[src/rtl/core/ist_pkg.sv]
// Shared types and constants for the integer set table.
// No dependencies; used by integer_set_table_core.
`timescale 1ns / 1ps

package ist_pkg;

	localparam int CAPACITY = 16;
	localparam int DATA_W   = 32;
	localparam int SIZE_W   = 5;
	localparam int CNT_W    = $clog2(CAPACITY + 1);
	localparam int IDX_W    = (CAPACITY > 1) ? $clog2(CAPACITY) : 1;

	typedef enum logic [2:0] {
		REQ_INSERT = 3'd0,
		REQ_REMOVE = 3'd1,
		REQ_EXISTS = 3'd2,
		REQ_FIRST  = 3'd3,
		REQ_NEXT   = 3'd4
	} req_code_t;

	typedef enum logic [2:0] {
		ST_IDLE,
		ST_SCAN,
		ST_SHIFT,
		ST_FETCH,
		ST_RESP
	} state_t;

	typedef struct packed {
		logic [2:0]               req_type;
		logic signed [DATA_W-1:0] value;
	} req_t;

	typedef struct packed {
		logic                     found;
		logic                     item_valid;
		logic signed [DATA_W-1:0] item_value;
		logic                     rejected;
		logic [SIZE_W-1:0]        set_size;
	} rsp_t;

endpackage

[src/rtl/core/ist_ram.sv]
// Generic single-clock RAM, one write port and one registered read port.
// No dependencies.
`timescale 1ns / 1ps

module ist_ram #(
	parameter int DEPTH = 16,
	parameter int WIDTH = 32,
	parameter int AW    = (DEPTH > 1) ? $clog2(DEPTH) : 1
) (
	input  logic             clk,
	input  logic             we,
	input  logic [AW-1:0]    waddr,
	input  logic [WIDTH-1:0] wdata,
	input  logic             re,
	input  logic [AW-1:0]    raddr,
	output logic [WIDTH-1:0] rdata
);

	logic [WIDTH-1:0] mem [DEPTH];

	always_ff @(posedge clk) begin
		if (we) begin
			mem[waddr] <= wdata;
		end
	end

	always_ff @(posedge clk) begin
		if (re) begin
			rdata <= mem[raddr];
		end
	end

endmodule

[src/rtl/core/integer_set_table_core.sv]
// Top level of the integer set table: sequencer, counters and result buffer.
// Depends on ist_pkg and ist_ram.
`timescale 1ns / 1ps

// Channel   Dir  Handshake              Payload
// req       in   req_valid/req_ready    ist_pkg::req_t (req_type, value)
// rsp       out  rsp_valid/rsp_ready    ist_pkg::rsp_t (found .. set_size)
//
// Sequencing: one item at a time. Entries live in one RAM with a single read
// port, so insert, remove and exists scan one entry per cycle (no scan for an
// empty set). Remove then closes the gap, one entry moved per cycle. First/next
// fetch one entry, or none when no entry comes back; ignored codes go straight
// to the response.
// Reset clears count, iterator and control; the RAM needs no clearing since
// only entries below the count are ever read.
// A result waiting in the output buffer does not block the next item; the
// sequencer only stalls in its final state if the buffer is still full.

module integer_set_table_core (
	input  logic          clk,
	input  logic          arst_n,
	input  logic          req_valid,
	output logic          req_ready,
	input  ist_pkg::req_t req,
	output logic          rsp_valid,
	input  logic          rsp_ready,
	output ist_pkg::rsp_t rsp
);

	localparam int CNT_W = ist_pkg::CNT_W;
	localparam int IDX_W = ist_pkg::IDX_W;
	localparam int DW    = ist_pkg::DATA_W;

	ist_pkg::state_t     state_q, state_d;
	logic [CNT_W-1:0]    count_q, count_d;
	logic [CNT_W-1:0]    iter_q, iter_d;
	logic [CNT_W-1:0]    idx_q, idx_d;       // entry whose read data arrives next
	logic [2:0]          op_q, op_d;
	logic [DW-1:0]       val_q, val_d;
	ist_pkg::rsp_t       res_q, res_d;       // result under construction
	ist_pkg::rsp_t       rsp_d;              // result with the final size
	ist_pkg::rsp_t       rsp_q;
	logic                rsp_valid_q;
	logic                load;

	// RAM ports
	logic                mem_we, mem_re;
	logic [IDX_W-1:0]    mem_waddr, mem_raddr;
	logic [DW-1:0]       mem_wdata, mem_rdata;

	logic [CNT_W-1:0]    idx_nxt;
	logic [CNT_W-1:0]    next_pos;
	logic                hit;

	ist_ram #(
		.DEPTH(ist_pkg::CAPACITY),
		.WIDTH(DW),
		.AW(IDX_W)
	) u_ram (
		.clk(clk),
		.we(mem_we),
		.waddr(mem_waddr),
		.wdata(mem_wdata),
		.re(mem_re),
		.raddr(mem_raddr),
		.rdata(mem_rdata)
	);

	assign req_ready = (state_q == ist_pkg::ST_IDLE);
	assign rsp_valid = rsp_valid_q;
	assign rsp       = rsp_q;

	assign idx_nxt  = idx_q + CNT_W'(1);
	assign hit      = (mem_rdata == val_q);
	// next steps forward but never beyond the count
	assign next_pos = (iter_q < count_q) ? (iter_q + CNT_W'(1)) : iter_q;

	always_comb begin
		rsp_d          = res_q;
		rsp_d.set_size = ist_pkg::SIZE_W'(count_q);
	end

	always_ff @(posedge clk or negedge arst_n) begin
		if (!arst_n) begin
			state_q     <= ist_pkg::ST_IDLE;
			count_q     <= '0;
			iter_q      <= '0;
			rsp_valid_q <= 1'b0;
		end else begin
			state_q <= state_d;
			count_q <= count_d;
			iter_q  <= iter_d;
			if (load) begin
				rsp_valid_q <= 1'b1;
			end else if (rsp_ready) begin
				rsp_valid_q <= 1'b0;
			end
		end
	end

	// payload registers, no reset
	always_ff @(posedge clk) begin
		idx_q <= idx_d;
		op_q  <= op_d;
		val_q <= val_d;
		res_q <= res_d;
		if (load) begin
			rsp_q <= rsp_d;
		end
	end

	always_comb begin
		state_d   = state_q;
		count_d   = count_q;
		iter_d    = iter_q;
		idx_d     = idx_q;
		op_d      = op_q;
		val_d     = val_q;
		res_d     = res_q;
		load      = 1'b0;
		mem_we    = 1'b0;
		mem_waddr = count_q[IDX_W-1:0];
		mem_wdata = val_q;
		mem_re    = 1'b0;
		mem_raddr = '0;

		unique case (state_q)
			ist_pkg::ST_IDLE: begin
				if (req_valid) begin
					op_d  = req.req_type;
					val_d = req.value;
					res_d = '0;
					idx_d = '0;
					unique case (req.req_type) inside
						ist_pkg::REQ_INSERT, ist_pkg::REQ_REMOVE, ist_pkg::REQ_EXISTS: begin
							if (count_q == '0) begin
								// empty set: nothing to scan
								if (req.req_type == ist_pkg::REQ_INSERT) begin
									mem_we    = 1'b1;
									mem_wdata = req.value;
									count_d   = CNT_W'(1);
								end
								state_d = ist_pkg::ST_RESP;
							end else begin
								mem_re  = 1'b1;
								state_d = ist_pkg::ST_SCAN;
							end
						end
						ist_pkg::REQ_FIRST: begin
							iter_d = '0;
							if (count_q != '0) begin
								mem_re  = 1'b1;
								state_d = ist_pkg::ST_FETCH;
							end else begin
								state_d = ist_pkg::ST_RESP;
							end
						end
						ist_pkg::REQ_NEXT: begin
							iter_d = next_pos;
							if (next_pos < count_q) begin
								mem_re    = 1'b1;
								mem_raddr = next_pos[IDX_W-1:0];
								state_d   = ist_pkg::ST_FETCH;
							end else begin
								state_d = ist_pkg::ST_RESP;
							end
						end
						default: begin
							state_d = ist_pkg::ST_RESP;
						end
					endcase
				end
			end

			ist_pkg::ST_SCAN: begin
				if (hit) begin
					res_d.found = 1'b1;
					if (op_q == ist_pkg::REQ_REMOVE) begin
						if (idx_nxt < count_q) begin
							mem_re    = 1'b1;
							mem_raddr = idx_nxt[IDX_W-1:0];
							idx_d     = idx_nxt;
							state_d   = ist_pkg::ST_SHIFT;
						end else begin
							count_d = count_q - CNT_W'(1);
							state_d = ist_pkg::ST_RESP;
						end
					end else begin
						state_d = ist_pkg::ST_RESP;
					end
				end else if (idx_nxt < count_q) begin
					mem_re    = 1'b1;
					mem_raddr = idx_nxt[IDX_W-1:0];
					idx_d     = idx_nxt;
				end else begin
					// miss over the whole table
					if (op_q == ist_pkg::REQ_INSERT) begin
						if (count_q >= CNT_W'(ist_pkg::CAPACITY)) begin
							res_d.rejected = 1'b1;
						end else begin
							mem_we  = 1'b1;
							count_d = count_q + CNT_W'(1);
						end
					end
					state_d = ist_pkg::ST_RESP;
				end
			end

			ist_pkg::ST_SHIFT: begin
				// entry idx_q moves down one place
				mem_we    = 1'b1;
				mem_waddr = idx_q[IDX_W-1:0] - IDX_W'(1);
				mem_wdata = mem_rdata;
				if (idx_nxt < count_q) begin
					mem_re    = 1'b1;
					mem_raddr = idx_nxt[IDX_W-1:0];
					idx_d     = idx_nxt;
				end else begin
					count_d = count_q - CNT_W'(1);
					state_d = ist_pkg::ST_RESP;
				end
			end

			ist_pkg::ST_FETCH: begin
				res_d.item_valid = 1'b1;
				res_d.item_value = $signed(mem_rdata);
				state_d          = ist_pkg::ST_RESP;
			end

			ist_pkg::ST_RESP: begin
				if (!rsp_valid_q || rsp_ready) begin
					load    = 1'b1;
					state_d = ist_pkg::ST_IDLE;
				end
			end

			default: begin
				state_d = ist_pkg::ST_IDLE;
			end
		endcase
	end

	// count never exceeds the table
	a_count_bound: assert property (@(posedge clk) disable iff (!arst_n)
		count_q <= CNT_W'(ist_pkg::CAPACITY))
		else $error("element count above capacity");

	// an accepted item always starts a sequence
	a_accept_busy: assert property (@(posedge clk) disable iff (!arst_n)
		req_valid && req_ready |=> state_q != ist_pkg::ST_IDLE)
		else $error("accepted item left the sequencer idle");

	// count moves by at most one per cycle
	a_count_step: assert property (@(posedge clk) disable iff (!arst_n)
		(count_q == $past(count_q)) || (count_q == $past(count_q) + CNT_W'(1))
		|| (count_q + CNT_W'(1) == $past(count_q)))
		else $error("element count jumped");

	// a shift never writes below entry zero
	a_shift_addr: assert property (@(posedge clk) disable iff (!arst_n)
		state_q == ist_pkg::ST_SHIFT |-> idx_q != '0)
		else $error("shift from entry zero");

	// a result is buffered only from the final state
	a_load_state: assert property (@(posedge clk) disable iff (!arst_n)
		load |-> state_q == ist_pkg::ST_RESP && state_d == ist_pkg::ST_IDLE)
		else $error("result loaded outside the final state");

endmodule
[config.mk]
export PLATFORM = sky130hd
export DESIGN_NAME = integer_set_table_core
export DESIGN_NICKNAME = d
export VERILOG_FILES = /design/src/rtl/core/ist_pkg.sv /design/src/rtl/core/ist_ram.sv /design/src/rtl/core/integer_set_table_core.sv
export SDC_FILE = /design/constraint.sdc
export NUM_CORES = 1
export LEC_CHECK = 0
export CAP_MARGIN = 10
export CORE_MARGIN = 2
export CORE_UTILIZATION = 35
export CTS_CLUSTER_SIZE = 12
export DETAILED_ROUTE_END_ITERATION = 12
export DONT_BUFFER_PORTS = 1
export GPL_TIMING_DRIVEN = 1
export PLACE_DENSITY = 0.55
export SYNTH_ARGS = -nofsm -noshare
export SYNTH_HDL_FRONTEND = slang
export SYNTH_SLANG_ARGS = --single-unit
[constraint.sdc]
create_clock -name clk -period 8.45 [get_ports clk]
set_input_delay 1.2675 -clock clk [delete_from_list [all_inputs] [get_ports clk]]
set_output_delay 1.2675 -clock clk [all_outputs]
set_load 0.005 [all_outputs]
After elaboration in Yosys (flattened, before gate mapping) --
Memory sizes are Yosys's and may differ from the RTL's. A register that Yosys moved wholly into a read port is not among the register bits. Cells that the tools add are included. W data, S select, Z words.
Storage, ports and cells: bits in latches 0, output and inout port bits 42, word-level logic and storage cells 146, memory bits (writable) 512, ROM bits 0, memories 1, input port bits 39, flip-flop bits (word level) 129
Cells by class: eq/ne operators 24, magnitude comparators 4, bitwise logic cells 0, shifts and indexed selects 0, add/sub/neg operators 5, muxes and demuxes 75, reduce and logical (&&, ||, !) cells 21, div/mod/pow operators 0, multiply operators 0
Memory list:
- u_ram.mem | depth 16, bits a word 32, rd ports 1, clocked after Yosys merged registers in 1, write ports 1, RTL line ist_ram.sv:19 | logic [WIDTH-1:0] mem [DEPTH];
Operators with widths (number):
- $mux W32 | 4
- $mux W5 | 15
- $pmux W33 S2 | 1
- $pmux W32 S2 | 1
- $mux W40 | 1
- $eq A32 B32 Y1 | 1
- $pmux W5 S3 | 2
- $mux W4 | 7
- $mux W3 | 9
- $mux W1 | 26
- $add A5 B1 Y5 const B | 3
- $lt A5 B5 Y1 | 3
- $pmux W3 S5 | 1
- $ne A2 B2 Y1 const B | 7
- $eq A3 B2 Y1 const B | 4
- $ne A3 B3 Y1 const B | 4
- $pmux W4 S3 | 1
- $pmux W5 S2 | 1
- $eq A3 B1 Y1 const B | 3
- $logic_not A3 Y1 | 3
- $pmux W1 S3 | 3
- $pmux W3 S3 | 1
- $reduce_and A3 Y1 | 3
- $reduce_and A9 Y1 | 1
- 15 further kinds | 24

Depth between registers and ports, before layout --
Gate-level depths: netlist of run 1.
depth after elaboration 8, gate-level depth with buffers 22, mapped depth without buffers 17

Cells and area by module --
From an unflattened synthesis of run 1, not the netlist that was laid out.
Unflattened totals: cells, all modules 1383, area total of the unflattened synthesis 26654.3 sq um
By module, submodules not included:
- ist_ram | area each 20155.6 sq um, sequential area each 16335.7 sq um, cells an instance 838, times used 1
- integer_set_table_core | area each 6498.7 sq um, sequential area each 3803.6 sq um, cells an instance 545, times used 1

Worst setup path after synthesis of run 1 --
Ideal clock, no wire load.
kind reg2reg, start reg count_q[2], end reg u_ram.rdata[0] (read register of u_ram.mem), enable pin, library setup time 0.466 ns, clock period less this slack 5.967 ns, path buffers 1, cell stages (with the launch flop) 15, setup slack 2.483 ns, arrival 5.502 ns, required time 7.984 ns, cell sequence dfrtp_1 -> clkbuf_1 -> inv_1 -> ha_1 -> a21oi_1 -> o21ai_1 -> a311o_1 -> xor2_1 -> inv_1 -> ha_1 -> a21oi_1 -> o21ai_0 -> a2111oi_0 -> a21oi_1 -> o21ai_0
On the way: longest elaborated chain between the ends 7, elaborated cells between the ends (all ways) 22, those cells by class 3 x order compare; 17 x mux; 2 x reduce/logical
RTL lines:
- from (decl) | RTL line integer_set_table_core.sv:35 | logic [CNT_W-1:0] count_q, count_d;
- from (signal assigned) | RTL line integer_set_table_core.sv:91 | count_q <= count_d;
- $lt A5 B5 Y1 | RTL line integer_set_table_core.sv:76 | assign next_pos = (iter_q < count_q) ? (iter_q + CNT_W'(1)) : iter_q;
- $mux W5 | RTL line integer_set_table_core.sv:76
- $lt A5 B5 Y1 | RTL line integer_set_table_core.sv:160 | if (next_pos < count_q) begin
- $mux W1 | RTL line integer_set_table_core.sv:160
- $pmux W1 S3 | RTL line integer_set_table_core.sv:134 | unique case (req.req_type) inside
- $mux W1 | RTL line integer_set_table_core.sv:129 | if (req_valid) begin
- $pmux W1 S3 * | RTL line integer_set_table_core.sv:127 | unique case (state_q)
- net mem_re | RTL line integer_set_table_core.sv:47 | logic mem_we, mem_re;
- to (decl) | RTL line ist_ram.sv:16 | output logic [WIDTH-1:0] rdata
The timed path passes the listed nets; every way through them passes the cells marked *. A chain may end at the register's enable or synchronous reset.

Worst setup path in the final report of run 1 --
start reg count_q[2], end reg u_ram.rdata[4] (read register of u_ram.mem) (data pin)
On the way: longest elaborated chain between the ends 7, elaborated cells between the ends (all ways) 22, those cells by class 3 x order compare; 17 x mux; 2 x reduce/logical
RTL lines (RTL line):
- $lt A5 B5 Y1 | integer_set_table_core.sv:76
- $mux W5 | integer_set_table_core.sv:76
- $lt A5 B5 Y1 | integer_set_table_core.sv:160
- $mux W1 / $mux W4 (equally long branches) | integer_set_table_core.sv:160
- $pmux W1 S3 / $mux W4 (equally long branches) | integer_set_table_core.sv:134
- $mux W1 / $mux W4 (equally long branches) | integer_set_table_core.sv:129
- $pmux W1 S3 / $pmux W4 S3 (equally long branches) | integer_set_table_core.sv:127
Several ways; a longest one is shown, not always the timed one.

==> metrics.md, run 1 <==
| Metric | Value |
|---|---|
| Status | `complete, no violations` |
| Pre-Repair DR Iteration Count | `5` |
| CTS tree | `built` |
| Slew Limit Fails | `0` |
| Drc violations | `0` |
| R2R Setup Slk | `2690 ps` |
| First-pass GRT wire length | `roughly 110000 um` |
| Hold_buf cts | `0` |
| Slew headroom | `0.214` |
| Total power | `approximately 10 mW` |
| RePlAce Congestion | `0.865` |
| Internal Power | `6.86 mW` |
| Fillers | `7102` |
| Dpl hpwl | `41800 um` |
| Avg Inst Size Synth | `16.0 um^2` |
| Starting Density | `0.352` |
| Max FO, Critical Path | `roughly 140` |
| Global route total overflow | `0` |
| Initial antenna violation count | `7` |
| Post-synth top flop | `edfxtp_1` |
| Buffers and inverters on the worst path | `3` |
| H-tree depth | `3` |
| Sw frac | `0.312` |
| IO buf count | `0` |
| Synthesis Warnings | `0` |
| Worst path required time | `8770 ps` |
| Skew final | `48.5 ps` |
| Power Density | `315 mW/mm^2` |
| Clk slew on worst S/H paths | `60 ps` |
| Layout area overhead | `14.0%` |
| Num CTS Buffers | `75` |
| CP Launch Point | `count_q[2]` |
| Crit path time final | `5760 ps` |
| Setup repair bufs after CTS | `0` |
| Final ANT Viol Nets | `0` |
| CTS resizes | `0` |
| Number of synthesized flops with an enable pin | `659` |
| Leak | `around 9.7 nW` |
| Core area | `0.0787 mm^2` |
| Overall Global Routing Usage | `0.183` |
| Total routed wirelength | `75300 um` |
| Crit path largest cell delay | `around 650 ps` |
| Synth async-reset ratio | `0.0208` |
| Max VDD drop | `0.222 mV` |
| CP Cell Sequence | `inv_1 -> ha_1 -> a21oi_1 -> o21ai_1 -> a311o_1 -> xor2_1 -> inv_1 -> ha_1 -> a21oi_1 -> o21ai_0 -> nor4_1 -> a21o_1 -> a31o_4 -> buf_12 -> mux2i_1 -> a221oi_1 -> a32oi_1 -> o221ai_1` |
| Vias | `about 16k` |
| Worst reg2reg startpoint | `count_q[2]` |
| Num ports | `81` |
| RSZ-0062 raised after global routing | `no` |
| # clock sinks | `673` |
| Crit-path slowest cell | `buf_12` |
| Via/cell ratio | `roughly 5.4` |
| Crit path launch type | `register` |
| Final hold viol count | `0` |
| Top delay family on crit path | `compound AO/OA/AOI/OAI gates` |
| FF+latch count, synth | `just under 700` |
| Type of the worst setup path | `register to register` |
| Per-cell routed wire length | `26.0 um` |
| Nets | `1847` |
| Crit path DAT | `around 6000 ps` |
| Unique masters post-synth | `68` |
| Worst-Margin Slew | `between 1000 and 1500 ps` |
| Worst Hold Class | `input pin to asynchronous set/reset pin` |
| Mapped Area | `about 0.028 mm^2` |
| Register share of total power | `0.460` |
| Cells after Synth | `between 1.5k and 2k` |
| Multi-input logic area | `0.00719 mm^2` |
| Gate power share | `0.225` |
| Die ar. | `approximately 0.08 mm^2` |
| Syn nets | `roughly 1.8k` |
| 1st-iter DRT viols | `1902` |
| Clock network power share | `0.315` |
| Final Cycle Share | `0.682` |
| Clock Latency Late Sink | `630 ps` |
| Sequential cell area | `around 0.020 mm^2` |
| Largest net degree at the start of global routing | `145` |
| Fin Setup TNS | `0 ps` |
| Root Driver | `clkbuf_16` |
| Final setup vio count | `0` |
| Die W | `285 um` |
| Fmax | `roughly 170 MHz` |
| Maximum capacitance violations | `0` |
| Die Ht | `285 um` |
| Psw | `3.11 mW` |
| Post-synthesis sequential area ratio | `0.726` |
| CP Capture Type | `register` |
| Vias in the first global route | `15.8k` |
| # rows | `roughly 100` |
| Layout cells sized above 1 | `0.134` |
| Clock tree buffer depth | `3` |
-- through the flow --
stage	setup WS, ps	util	cell area [um^2]	hold slack [ps]	instances
after floorplan	2480	-	27700	400	1734
after global placement	2890	0.371	29200	402	2761
after detailed placement	2820	0.371	29200	406	2763
after CTS	2830	0.401	31600	316	2895
after global routing	2270	0.401	31600	317	2895
final	2690	0.401	31600	352	2897
-- synthesized netlist by cell type (3+ instances only) --
master	count	area, um^2
mux2_4	15	225
inv_1	19	71.3
edfxtp_1	659	19800
buf_4	4	30.0
nor3_1	16	80.1
nor4_1	12	75.1
mux2_2	17	191
xor2_1	36	315
nor2_1	37	139
nand3_1	14	70.1
buf_6	21	236
a31oi_1	8	50.1
a22oi_1	33	248
a21o_1	5	37.5
dfrtp_1	14	350
mux2i_1	227	2270
nand2_1	181	679
a21oi_1	55	275
o221ai_1	27	236
a221oi_1	41	359
a221o_1	4	40.0
clkbuf_1	50	188
nor2b_1	7	43.8
nand2b_1	3	18.8
o21ai_0	46	230
nand4_1	32	200
and2_1	34	213
xnor2_1	5	43.8
a22o_1	4	35.0
or3_1	4	25.0
a32oi_1	32	280
buf_2	11	55.1
ha_1	18	225
-- state kept, by name (all words and copies together), names as in the netlist --
name / cells
count_q: 5
idx_q: 5
iter_q: 5
op_q: 3
res_q: 35
rsp: 40
rsp_valid: 1
state_q: 3
u_ram.mem: 512
u_ram.rdata: 32
val_q: 32
-- power groups by stage --
stage | sequential [mW] | clock [mW] | combinational (mW)
after floorplan | 4.56 | 0 | 1.45
after global placement | 4.65 | 0 | 2.18
after detailed placement | 4.66 | 0 | 2.23
after CTS | 4.59 | 3.20 | 2.23
after global routing | 4.63 | 3.33 | 2.42
final | 4.59 | 3.14 | 2.24
-- metal layers --
metal	global-route usage	wire length [um]	vias up
met2	0.269	32800	570
met3	0.0459	5850	126
li1	-	-	6973
met1	0.269	34700	8104
met4	0.0526	1870	12
met5	0	74	-
-- layout make-up --
| type | count | share of cell area |
|---|---|---|
| Inverter | 20 | 0.00238 |
| Multi-Input combinational cell | 955 | 0.228 |
| Clock buffer | 90 | 0.0622 |
| Tap cell | 1050 | 0.0416 |
| Sequential cell | 673 | 0.637 |
| Timing Repair Buffer | 65 | 0.0161 |
| Clock inverter | 42 | 0.0128 |
| Antenna cell | 2 | 0.000158 |
-- cells in the final DEF, fill, tap and decap left out, types with 3 or more instances in the layout --
cell type / netlist / layout
edfxtp_1: 659 / 659
mux2i_1: 227 / 227
nand2_1: 181 / 180
clkbuf_16: 0 / 76
buf_4: 4 / 61
a21oi_1: 55 / 55
o21ai_0: 46 / 43
a221oi_1: 41 / 41
xor2_1: 36 / 36
and2_1: 34 / 33
a22oi_1: 33 / 32
nand4_1: 32 / 32
a32oi_1: 32 / 32
o221ai_1: 27 / 27
nor2_1: 37 / 21
inv_1: 19 / 18
ha_1: 18 / 18
mux2_2: 17 / 17
nor2_4: 0 / 16
nor3_1: 16 / 16
clkinv_1: 0 / 16
mux2_4: 15 / 15
nand3_1: 14 / 14
clkbuf_1: 50 / 13
dfrtp_1: 14 / 13
nor4_1: 12 / 12
clkinv_2: 0 / 12
a31oi_1: 8 / 8
nor2b_1: 7 / 6
xnor2_1: 5 / 5
a21o_1: 5 / 5
bufinv_16: 0 / 5
a221o_1: 4 / 4
or3_1: 4 / 4
nand2b_1: 3 / 3
a22o_1: 4 / 3
-- cells by family (layout without fill, tap and decap cells) --
kind of cell / after synthesis / count (layout) / share of synthesized area
buffers and inverters: 106 / 217 / 0.0211
xor gates and xnor gates: 41 / 41 / 0.0130
muxes: 259 / 259 / 0.0970
adders and majority gates: 18 / 18 / 0.00812
other: 0 / 2 / 0
AOI/OAI and AO/OA: 283 / 283 / 0.0747
DFF: 673 / 673 / 0.726
and+or+nand+nor: 354 / 354 / 0.0597
-- final timing paths --
check | cells past startpoint | to
worst max-delay path | 18 | u_ram.rdata[4]
worst min-delay path | 0 | state_q[0]
worst max register to register | 18 | u_ram.rdata[4]
worst min register to register | 0 | rsp[13]
max in group asynchronous | 0 | iter_q[2]
min in group clk | 0 | rsp[13]
No activity file was read; power rests on OpenSTA's default activity.
==> run 2: changes to the inputs <==
Settings changed: ABC_AREA set to 1.
Clock period 8.45 ns to 5.9 ns, I/O delays scaled along.
==> run 2 against run 1 <==
Synthesized area is 8.0% higher. Critical path depth up 3. First-iteration DRC count shrank 0.11%. Largest power group unchanged. Register-to-register slack got worse by 2000 ps. Die area is 7.9% higher. Hold slack better by 16 ps. Clock skew fell by 23 ps. Non-clock buffer count rose by 6. Power is 66% higher. Sequential share of layout area shrank 3.8 points. Maximum frequency grew 11%. Worst setup slack got worse by 2000 ps.
==> metrics.md, run 2 <==
| Metric | Value |
|---|---|
| Num ports | `81 (unchanged)` |
| Synthesis Warnings | `0 (unchanged)` |
| RSZ-0062 raised after global routing | `no` |
| Type of the worst setup path | `register to register` |
| Global route total overflow | `0 (unchanged)` |
| Largest net degree at the start of global routing | `168 (+16%)` |
| Setup repair bufs after CTS | `0 (unchanged)` |
| Final setup vio count | `0 (unchanged)` |
| Die Ht | `297 um (+3.9%)` |
| Largest cells by area after synthesis | `edfxtp_1 (66%), nand3_1 (10%), inv_1 (5.8%), nand2_1 (5.8%), nand3b_1 (2.5%)` |
| Layout cells sized above 1 | `0.0708 (-0.0636)` |
| Post-synthesis sequential area ratio | `0.672 (-0.0540)` |
| Power Density | `492 mW/mm^2 (+56%)` |
| Pre-Repair DR Iteration Count | `7 (+2)` |
| Layout area overhead | `12.2%` |
| Post-synth top flop | `edfxtp_1` |
| Number of synthesized flops with an enable pin | `659 (unchanged)` |
| Biggest register | `u_ram.mem` |
| Post-synthesis xor/xnor area fraction | `0.00731 (-0.00564)` |
| Cells after Synth | `2762 (+59%)` |
| IO buf count | `0 (unchanged)` |
| Vias | `20.1k (+27%)` |
| Yosys top cell area share | `0.661 (-0.0531)` |
| Avg Inst Size Synth | `10.8 um^2 (-32%)` |
| Nets | `2809 (+52%)` |
| Root Driver | `clkbuf_16` |
| RePlAce Congestion | `0.832 (-3.9%)` |
| Area leader, netlist | `edfxtp_1` |
| Worst-Margin Slew | `1150 ps (-20.0 ps)` |
| Unique masters post-synth | `39 (-43%)` |
| Worst Hold Class | `input pin to register` |
| Crit path DAT | `5570 ps (-520 ps)` |
| First-pass GRT wire length | `123000 um (+12%)` |
| Multiplexer share of the synthesized area | `0 (-0.0970)` |
| Synth async-reset ratio | `0.0208 (unchanged)` |
| # clock sinks | `673 (unchanged)` |
| Skew final | `25.6 ps (-22.9 ps)` |
| Leak | `13.2 nW (+37%)` |
| Via/cell ratio | `5.10 (-6.4%)` |
| Total routed wirelength | `81600 um (+8.4%)` |
| Per-cell routed wire length | `20.7 um (-20%)` |
| Simple-Gate Fraction of Synth Area | `0.200 (+0.140)` |
| Core area | `0.0850 mm^2 (+8.0%)` |
| Vias in the first global route | `19.1k (+22%)` |
| Initial antenna violation count | `2 (-5)` |
| Most common cell after layout, fill and taps aside | `edfxtp_1` |
| Synth Area in Compound Gates | `0.0302 (-0.0445)` |
| Post-synth top cells | `edfxtp_1 (659), nand3_1 (597), inv_1 (466), nand2_1 (465), nand3b_1 (98)` |
| Final Cycle Share | `0.884 (+0.202)` |
| Overall Global Routing Usage | `0.185 (+0.00172)` |
| Crit path launch type | `register` |
| Max FO, Critical Path | `64 (-56%)` |
| Drc violations | `0 (unchanged)` |
| Clock tree buffer depth | `3 (unchanged)` |
| Num CTS Buffers | `71 (-5.3%)` |
| Syn nets | `2819 (+57%)` |
| Starting Density | `0.352 (about the same)` |
| # rows | `107 (+3.9%)` |
| CTS tree | `built` |
| Util after Layout | `0.395 (-0.00613)` |
| Commonest cells after routing, fill and taps aside | `edfxtp_1 (659), nand3_1 (596), inv_1 (465)` |
| Crit path time final | `5210 ps (-550 ps)` |
| Fmax | `192 MHz (+11%)` |
| Clock Latency Late Sink | `610 ps (-20 ps)` |
| Clk slew on worst S/H paths | `60 ps (about the same)` |
| CTS resizes | `0 (unchanged)` |
| Slew Limit Fails | `0 (unchanged)` |
| Worst path required time | `6260 ps (-2510 ps)` |
| Slew headroom | `0.233 (+0.0186)` |
| Final ANT Viol Nets | `0 (unchanged)` |
| Die ar. | `0.0879 mm^2 (+7.9%)` |
| Fin Setup TNS | `0 ps (unchanged)` |
| CP Capture Type | `register` |
| Hold_buf cts | `1 (+1)` |
| Max FFs per register | `512 (unchanged)` |
| Most common cell in the synthesized netlist | `edfxtp_1` |
| Die W | `297 um (+3.9%)` |
| Status | `complete, no violations` |
| 1st-iter DRT viols | `1900 (-0.11%)` |
| FF+latch count, synth | `673 (unchanged)` |
| H-tree depth | `3 (unchanged)` |
| Mapped Area | `0.0299 mm^2 (+8.0%)` |
| Max VDD drop | `0.344 mV (+55%)` |
| Maximum capacitance violations | `0 (unchanged)` |
| Dpl hpwl | `44500 um (+6.5%)` |
| Post-Synth Adder-Cell Area | `0.00752 (-0.000604)` |
| Largest family of logic cells by synthesized area | `simple AND/OR/NAND/NOR gates` |
| Final hold viol count | `0 (unchanged)` |
==> run 2: power by group <==
part           switching, mW  internal (mW)  total [mW]
combinational           3.98           1.47        5.45
clock                   1.80           2.30        4.10
sequential             0.352           6.61        6.96
==> run 2: through the flow <==
step | area (um^2) | setup slack, ps | hold slack (ps) | total power [mW] | instances
2_1_floorplan | 30000 | 72.9 | 400 | 10.4 | 2762
3_5_place_dp | 31500 | 861 | 405 | 12.4 | 3814
5_1_grt | 33600 | 311 | 347 | 17.4 | 3941
4_1_cts | 33500 | 773 | 333 | 16.5 | 3931
6_report | 33600 | 687 | 368 | 16.5 | 3941
3_3_place_gp | 31500 | 1110 | 401 | 12.3 | 3813
==> run 2: critical path: stages, from the launching register on <==
cell,delay [ps]
dfrtp_1,470
inv_1,170
ha_1,340
nand2_1,70
inv_1,30
o21ai_0,240
nand3_1,220
nor2_1,210
nand3_1,110
xor2_1,240
inv_1,80
ha_1,290
nand2_1,100
nor2_1,50
a211oi_1,440
a21boi_1,350
nand3_1,140
nand2_2,110
buf_4,780
nand3_1,230
nand3_1,160
nand2_1,60
==> run 2: cell type report <==
type	instances	area (um^2)
inverters	473	1780
clock buffers	95	1910
well taps	1144	1430
multi-input cells	1462	7560
diodes	2	5.00
fillers	8052	51400
clock inverters	21	133
flip-flops and latches	673	20100
repair buffers	71	636
==> run 2: final timing paths <==
path	from	to	slack (ps)	depth (start not counted)
max	count_q[2]	u_ram.rdata[4]	690	21
min reg2reg	res_q[21]	rsp[21]	420	0
max reg2reg	count_q[2]	u_ram.rdata[4]	690	21
min in group asynchronous	arst_n	count_q[1]	790	1
max in group asynchronous	arst_n	rsp_valid	4650	1
min	req[8]	val_q[8]	370	0
==> run 2: logic make-up after synthesis <==
family	count (synthesis)
DFF	673
buffers and inverters	627
xor gates and xnor gates	25
adders and majority gates	18
AOI/OAI and AO/OA	148
and+or+nand+nor	1271
==> run 2: layer usage <==
layer  vias up  GRT usage  routed length, um
met5         -          0                  0
met4         0     0.0576               1800
met3       124     0.0265               5580
met2       743      0.304              39000
met1      9857      0.253              35200
li1       9367          -                  -
==> run 3: changes to the inputs <==
Settings changed: CORE_ASPECT_RATIO set to 0.8, REMOVE_ABC_BUFFERS set to 1.
==> run 3 against run 2 <==
Critical path depth rose by 1. Sequential power shrank 0.7%. Cell count decreased by 0.99%. Power fell by 0.15%. Clock power is 4% higher. Hold slack lost 22 ps. Wire length is 2.7% higher. Clock skew is 13 ps higher. Register-to-register slack gained 20 ps. Utilization grew 0.32 points. First-iteration DRC count decreased by 0.68%.
==> metrics.md, run 3 (synthesized netlist as in run 2, its figures left out) <==
| Metric | Value |
|---|---|
| Sequential cell area | `0.0201 mm^2 (unchanged)` |
| Clk slew on worst S/H paths | `60 ps (about the same)` |
| Num CTS Buffers | `73 (+2.8%)` |
| Hold Path Sink | `val_q[25]` |
| RSZ-0062 raised after global routing | `no` |
| Sw frac | `0.367 (-0.00418)` |
| Hold path startpoint | `req[25]` |
| Num ports | `81 (unchanged)` |
| Worst Hold Class | `input pin to register` |
| Power Density | `490 mW/mm^2 (-0.22%)` |
| Die ar. | `0.0879 mm^2 (about the same)` |
| Type of the worst setup path | `register to register` |
| Slew Limit Fails | `0 (unchanged)` |
| Crit path DAT | `5660 ps (+90 ps)` |
| Gate power share | `0.322 (-0.008)` |
| Hold-critical path depth | `0 (unchanged)` |
| Final ANT Viol Nets | `0 (unchanged)` |
| Clock Latency Late Sink | `630 ps (+20 ps)` |
| Skew final | `38.7 ps (+13.2 ps)` |
| First-pass GRT wire length | `126000 um (+2.5%)` |
| DP Cell Count | `3769 (-1.2%)` |
| Clock network power share | `0.259 (+0.011)` |
| Per-cell routed wire length | `21.5 um (+3.7%)` |
| Total routed wirelength | `83800 um (+2.7%)` |
| Max FO, Critical Path | `40 (-38%)` |
| IO buf count | `0 (unchanged)` |
| Final hold viol count | `0 (unchanged)` |
| Commonest cells after routing, fill and taps aside | `edfxtp_1 (659), nand3_1 (596), inv_1 (465)` |
| H-tree depth | `3 (unchanged)` |
| 1st-iter DRT viols | `1887 (-0.68%)` |
| Fillers | `8056 (+0.050%)` |
| Overall Global Routing Usage | `0.190 (+0.00516)` |
| Die Ht | `266 um (-10%)` |
| Multi-input logic area | `0.00754 mm^2 (-0.31%)` |
| Clock tree buffer depth | `3 (unchanged)` |
| Worst-Margin Slew | `1270 ps (+116 ps)` |
| Most common cell after layout, fill and taps aside | `edfxtp_1` |
| Setup repair bufs after CTS | `0 (unchanged)` |
| Final setup vio count | `0 (unchanged)` |
| Worst reg2reg startpoint | `count_q[2]` |
| Pre-Repair DR Iteration Count | `6 (-1)` |
| Slew headroom | `0.156 (-0.0771)` |
| Starting Density | `0.355 (+0.00259)` |
| Nets | `2794 (-0.53%)` |
| Psw | `6.05 mW (-1.3%)` |
| Internal Power | `10.4 mW (+0.51%)` |
| CTS tree | `built` |
| Vias in the first global route | `19.5k (+1.6%)` |
| Initial antenna violation count | `2 (unchanged)` |
| Reg2reg path depth | `22 (+4.8%)` |
| Crit path launch type | `register` |
| Global route total overflow | `0 (unchanged)` |
| Total power | `16.5 mW (-0.15%)` |
| # clock sinks | `673 (unchanged)` |
| Biggest register | `u_ram.mem` |
| Max FFs per register | `512 (unchanged)` |
| RePlAce Congestion | `0.839 (+0.82%)` |
| Max VDD drop | `0.267 mV (-22%)` |
| Leak | `13.2 nW (-0.16%)` |
| Vias | `20.2k (+0.44%)` |
| Worst path required time | `6370 ps (+110 ps)` |
| Register share of total power | `0.419 (-0.003)` |
| Final Non-Filler Cells | `3902 (-0.99%)` |
| Layout cells sized above 1 | `0.0657 (-0.00513)` |
| Final Cycle Share | `0.880 (-0.00350)` |
| Root Driver | `clkbuf_16` |
| R2R Setup Slk | `710 ps (+20 ps)` |
| Fmax | `193 MHz (+0.40%)` |
| Via/cell ratio | `5.17 (+1.4%)` |
| Drc violations | `0 (unchanged)` |
| Core area | `0.0844 mm^2 (-0.73%)` |
| CP Capture Type | `register` |
| Maximum capacitance violations | `0 (unchanged)` |
| Crit path time final | `5190 ps (-20.7 ps)` |
| Status | `complete, no violations` |
| # rows | `95 (-11%)` |
| Reg-to-reg endpoint | `u_ram.rdata[30]` |
| Largest net degree at the start of global routing | `157 (-6.5%)` |
| Die W | `331 um (+12%)` |
| Dpl hpwl | `45400 um (+2.0%)` |
| Layout area overhead | `12.2% (about the same)` |
| Util after Layout | `0.398 (+0.00317)` |
-- run 3: cell types whose count changed in the layout (fill, tap and decap cells not counted), moves of 4 or more --
| cell | change |
|---|---|
| clkbuf_1 | -4 |
| buf_4 | -25 |
| o221ai_1 | +5 |
| buf_12 | +8 |
| clkinv_1 | +6 |
| o221ai_2 | -5 |
-- run 3: layout make-up --
class | count | area share
Clock buffer | 92 | 0.0571
Tap cell | 1115 | 0.0415
Inverter | 473 | 0.0530
Timing Repair Buffer | 54 | 0.0181
Antenna cell | 2 | 0.000149
Clock inverter | 31 | 0.00692
Multi-Input combinational cell | 1462 | 0.224
Sequential cell | 673 | 0.599
-- run 3: repair_timing --
action | CTS | global route
endpoints found under the setup margin | 0 | 1
resized for setup | 0 | 1
hold buffers | 1 | 0
hold endpoints to repair | 14 | 0
-- run 3: worst max path at each step --
stage / startpoint / slack [ps] / depth (start not counted) / end
finish: count_q[2] / 710 / 22 / u_ram.rdata[30]
global placement: count_q[2] / 1090 / 21 / u_ram.rdata[11]
CTS: count_q[2] / 610 / 22 / u_ram.rdata[31]
global route: count_q[2] / 280 / 22 / u_ram.rdata[14]
floorplan: idx_q[0] / -6050 / 19 / u_ram.rdata[0]
detailed placement: count_q[2] / 630 / 22 / u_ram.rdata[12]
-- run 3: power groups by stage --
| stage | logic [mW] | registers (mW) | clock network (mW) |
|---|---|---|---|
| final | 5.31 | 6.91 | 4.27 |
| after global routing | 5.89 | 6.97 | 4.52 |
| after CTS | 5.28 | 6.93 | 4.36 |
| after floorplan | 3.53 | 6.90 | 0 |
| after detailed placement | 5.25 | 7.02 | 0 |
| after global placement | 5.12 | 7.01 | 0 |
-- run 3: per-stage QoR --
step / hold slack, ps / instance area (um^2) / setup WS, ps / setup TNS [ps]
final: 346 / 33600 / 707 / 0
after global routing: 331 / 33600 / 279 / 0
after CTS: 313 / 33600 / 606 / 0
after detailed placement: 405 / 31400 / 629 / 0
after global placement: 404 / 31400 / 1090 / 0
after floorplan: 400 / 29200 / -6050 / -193750
-- run 3: metal layers --
layer	up-vias	track usage	part of all wire
met2	728	0.299	0.46
met1	9949	0.273	0.45
li1	9358	-	-
met5	-	0	0.00024
met3	143	0.0289	0.066
met4	2	0.0541	0.024
-- run 3: critical path, cell delays in order, from the launching register on --
cell,delay [ps]
dfrtp_1,480
inv_1,200
ha_1,350
nand2_1,80
inv_1,40
o21ai_0,260
nand3_1,230
nor2_1,230
nand3_1,150
xor2_1,240
inv_1,70
ha_1,320
nand2_1,100
nor2_1,70
a211oi_2,320
a21boi_1,320
nand3_1,140
nand2_2,110
clkinv_2,430
buf_4,520
nand3_1,200
nand3_1,80
nand2_1,90
